[config.mk]
export PLATFORM = sky130hd
export DESIGN_NAME = bkds_ctrl
export DESIGN_NICKNAME = d
export VERILOG_FILES = /design/src/hdl/bkds_pkg.sv /design/src/hdl/bkds_ctrl.sv
export SDC_FILE = /design/constraint.sdc
export NUM_CORES = 1
export LEC_CHECK = 0
export BUFFER_PORTS_ARGS = -buffer_cell sky130_fd_sc_hd__buf_2
export CAP_MARGIN = 25
export CORE_AREA = 2 2 39 41
export CTS_CLUSTER_SIZE = 24
export DETAILED_ROUTE_END_ITERATION = 7
export DIE_AREA = 0 0 41 43
export GPL_ROUTABILITY_DRIVEN = 0
export PLACE_DENSITY = 0.55
export SLEW_MARGIN = 25
export SYNTH_ARGS = -nofsm -noshare
export SYNTH_HDL_FRONTEND = slang
export SYNTH_SLANG_ARGS = --single-unit
[constraint.sdc]
create_clock -name clk -period 1.4 [get_ports clk]
set_input_delay 0.07 -clock clk [delete_from_list [all_inputs] [get_ports clk]]
set_output_delay 0.07 -clock clk [all_outputs]
set_load 0.03 [all_outputs]
[src/hdl/bkds_pkg.sv]
package bkds_pkg;

  localparam int unsigned MAX_ENTRIES_DEF = 256;
  localparam int unsigned VALUE_BITS_DEF  = 32;
  localparam int unsigned CAP_BITS        = 9;
  localparam logic [CAP_BITS-1:0] CAP_RESET = 9'd256;

  typedef enum logic [3:0] {
    ST_IDLE,
    ST_SRCH,
    ST_SRCH_CMP,
    ST_DUP_RD,
    ST_DUP_CMP,
    ST_SHIFT,
    ST_SHIFT_WR,
    ST_INS,
    ST_LAST_RD,
    ST_LAST_CMP,
    ST_DONE
  } state_t;

  // Commands from the controller to the datapath.
  typedef struct packed {
    logic load;
    logic rd_mid;
    logic step;
    logic rd_pos;
    logic shift_init;
    logic shift_rd;
    logic shift_wr;
    logic ins_wr;
    logic rd_last;
    logic cap_last;
    logic out_load;
  } cmd_t;

  // Status from the datapath to the controller.
  typedef struct packed {
    logic reject;
    logic srch_done;
    logic dup;
    logic at_pos;
    logic out_free;
  } status_t;

endpackage

[src/hdl/bkds_ctrl.sv]
module bkds_ctrl import bkds_pkg::*; (
  input  logic    clk,
  input  logic    rst_n,
  input  logic    in_valid,
  output logic    in_ready,
  input  status_t status,
  output cmd_t    cmd
);
  state_t state_r, state_nxt;

  always_ff @(posedge clk) begin
    if (!rst_n) begin
      state_r <= ST_IDLE;
    end else begin
      state_r <= state_nxt;
    end
  end

  always_comb begin
    state_nxt = state_r;
    unique case (state_r)
      ST_IDLE:     if (in_valid) state_nxt = ST_SRCH;
      ST_SRCH: begin
        if (status.reject)         state_nxt = ST_DONE;
        else if (status.srch_done) state_nxt = ST_DUP_RD;
        else                       state_nxt = ST_SRCH_CMP;
      end
      ST_SRCH_CMP: state_nxt = ST_SRCH;
      ST_DUP_RD:   state_nxt = ST_DUP_CMP;
      ST_DUP_CMP:  state_nxt = status.dup ? ST_DONE : ST_SHIFT;
      ST_SHIFT:    state_nxt = status.at_pos ? ST_INS : ST_SHIFT_WR;
      ST_SHIFT_WR: state_nxt = ST_SHIFT;
      ST_INS:      state_nxt = ST_LAST_RD;
      ST_LAST_RD:  state_nxt = ST_LAST_CMP;
      ST_LAST_CMP: state_nxt = ST_DONE;
      ST_DONE:     if (status.out_free) state_nxt = ST_IDLE;
      default:     state_nxt = ST_IDLE;
    endcase
  end

  always_comb begin
    cmd      = '0;
    in_ready = 1'b0;
    unique case (state_r)
      ST_IDLE: begin
        in_ready = 1'b1;
        cmd.load = in_valid;
      end
      ST_SRCH:     cmd.rd_mid = !status.reject && !status.srch_done;
      ST_SRCH_CMP: cmd.step = 1'b1;
      ST_DUP_RD:   cmd.rd_pos = 1'b1;
      ST_DUP_CMP:  cmd.shift_init = 1'b1;
      ST_SHIFT:    cmd.shift_rd = !status.at_pos;
      ST_SHIFT_WR: cmd.shift_wr = 1'b1;
      ST_INS:      cmd.ins_wr = 1'b1;
      ST_LAST_RD:  cmd.rd_last = 1'b1;
      ST_LAST_CMP: cmd.cap_last = 1'b1;
      ST_DONE:     cmd.out_load = status.out_free;
      default: begin
        cmd      = '0;
        in_ready = 1'b0;
      end
    endcase
  end
endmodule

==> impl_results.md <==
* Finished Layout Cells at 103
* Rows at 14
* Cell area after synthesis at 420 sq um
* CTS clk-pin slew, worst paths at 0.03 ns
* Worst Slack Setup Final at 0.0441 ns
* Largest area contributor in the netlist: dfxtp_1
* Register bit total from synthesis at 4
* Crit Path Class: reg2out
* Ports at 20
* Worst-Skew Late Latency at 0.23 ns
* Clk buf depth at 2
* Worst hold slack at 0.105 ns
* Worst Path Max Fanout at 7
* Hpwl dp at 844 um
* Worst setup EP type: output pin
* Dominant cells by area after synthesis: dfxtp_1, nand2b_1, nor3_1
* Pre-CTS WS at 0.122 ns
* Worst vdd ir at 1.06 mV
* Die Area at 0.00176 sq mm
* First-pass GRT wire length at 1690 um
* Cells after Synth at 57
* Synth Warn # at 0
* Final Cycle Share at 96.9%
* Vias in the first global route at 426
* CTS tree: yes
* Initial antenna violation count at 0
* Sink Count at 4
* Die H at 43 um
* Async SR Flop Fraction at 0%
* Pwr/cell area at 2090 mW/mm^2
* TritonCTS buffer count at 3
* Minimum clock period at 1.36 ns
* Fmax at 0.738 GHz
* Biggest register: state_r
* Starting Density at 30.4%
* Area after DPL at 592 sq um
* DRC at 0
* Most used DFF post-synth: dfxtp_1
* Largest registers: state_r x4
* Largest net degree at the start of global routing at 15
* Initial DRC Count at 9
* Worst Tran Pin Value at 0.277 ns
* Pins Over Slew Limit at 0
* Final Util at 51.5%
* Total Wirelength at 1220 um
* Design Area, Final at 713 sq um
* Ant. Diodes at 0
* H-tree Lvls at 1
* DP Cell Count at 95
* RSZ-0062 raised after global routing: yes
* Post-synthesis sequential area ratio at 19.0%
* Final hold violations at 0
* NumNets Final at 97
* Drt pass-1 iters at 5
* EDFF count, synth at 0
* Pwr Total at 1.49 mW
* CP Data Arrival Time at 1.29 ns
* Final setup violation count at 0
* Avg Inst Size Synth at 7.38 sq um
* Post-synth cell types at 29
* Leakage at 0.321 nW
* Total Neg Setup Slack at 0 ns
* Status: finished, final reports clean
* Most common library cells after synthesis: nor3_1, nand2b_1, nor2_1, a21oi_1, dfxtp_1
* Share of layout cells above drive strength 1 at 56.3%
* Synthesized net count at 65
* CP Data Required Time at 1.33 ns
* Core footprint at 0.00138 sq mm
* GR Util All Layers at 13.7%
* Largest register FFs at 4
* Routed wire length per instance at 11.9 um
* Area grow syn2layout at 69.6%
* Max Cap Viol at 0
* Clock Skew at 0.00268 ns
* Fillers at 145
* Yosys top cell area share at 19.0%
* Worst Hold Class: in2reg
* CP startpoint kind: register
* Gr ovfl total at 0
* Routed Antenna Nets at 0
* Vias at 531
* Via density per instance at 5.16
* Chip Width at 41 um
* Count leader, synth: nor3_1
* Port Buf Inserts at 19
* Slew headroom at 81.3%
* CTS root buf: clkbuf_4
## worst max-delay path: stages, from the launching register on
cell	delay (ns)
dfxtp_4	0.37
buf_6	0.13
nor4_4	0.26
and2_1	0.17
buf_6	0.13
## worst paths after layout
kind / startpoint / endpoint / depth (start not counted) / slack (ns)
max: state_r[3]$_SDFFE_PN0P_ / cmd[10] / 4 / 0.04
max reg2reg: state_r[3]$_SDFFE_PN0P_ / state_r[0]$_SDFFE_PN0P_ / 4 / 0.22
min: rst_n / state_r[1]$_SDFFE_PN0P_ / 2 / 0.11
min reg2reg: state_r[3]$_SDFFE_PN0P_ / state_r[2]$_SDFFE_PN0P_ / 2 / 0.60
## timing repair
action,CTS,global route
setup endpoints to repair,12,8
endpoints found under the hold margin,0,0
gates resized for setup,9,14
pin swaps,0,2
buffers inserted,0,5
hold buffers,0,0
## layer usage
metal	vias up	track usage, %	wire, um
met5	-	0	0
met4	0	2.00	0
met3	0	6.28	55
met2	16	20.9	578
met1	246	17.6	589
li1	269	-	-
## placed cells by master (no fill, tap or decap), drive strengths merged, types with 2 or more instances in the layout
cell type | netlist | layout
dfxtp | 4 | 4
inv | 2 | 2
nor3 | 8 | 8
nor3b | 2 | 2
clkbuf | 0 | 4
buf | 5 | 31
nand2b | 7 | 7
nand2 | 2 | 2
nor2 | 5 | 5
a21oi | 4 | 4
## cells by family (layout without fill, tap and decap cells)
group,count (synthesis),in the layout,synth area share (%)
buffers and inverters,7,37,9.82
AO/OA/AOI/OAI,13,13,22.0
multiplexers,1,1,2.68
AND/OR/NAND/NOR,32,32,46.4
flip-flops,4,4,19.0
## power by group
part | internal (mW) | total, mW | switching [mW] | leakage [nW]
registers | 0.177 | 0.283 | 0.106 | 0.0353
clock network | 0.0954 | 0.136 | 0.0404 | 0.0138
logic | 0.530 | 1.07 | 0.543 | 0.272
total | 0.803 | 1.49 | 0.689 | 0.321
## final cells by class
cell class              instances  area (sq um)  share of cell area [%]
multi-input cells              46           355                    49.8
repair buffers                 32           215                    30.2
flip-flops and latches          4          92.6                    13.0
clock buffers                   3          22.5                    3.16
well taps                      16          20.0                    2.81
inverters                       2          7.51                    1.05
Note: power is estimated with default switching activity, not from simulation.
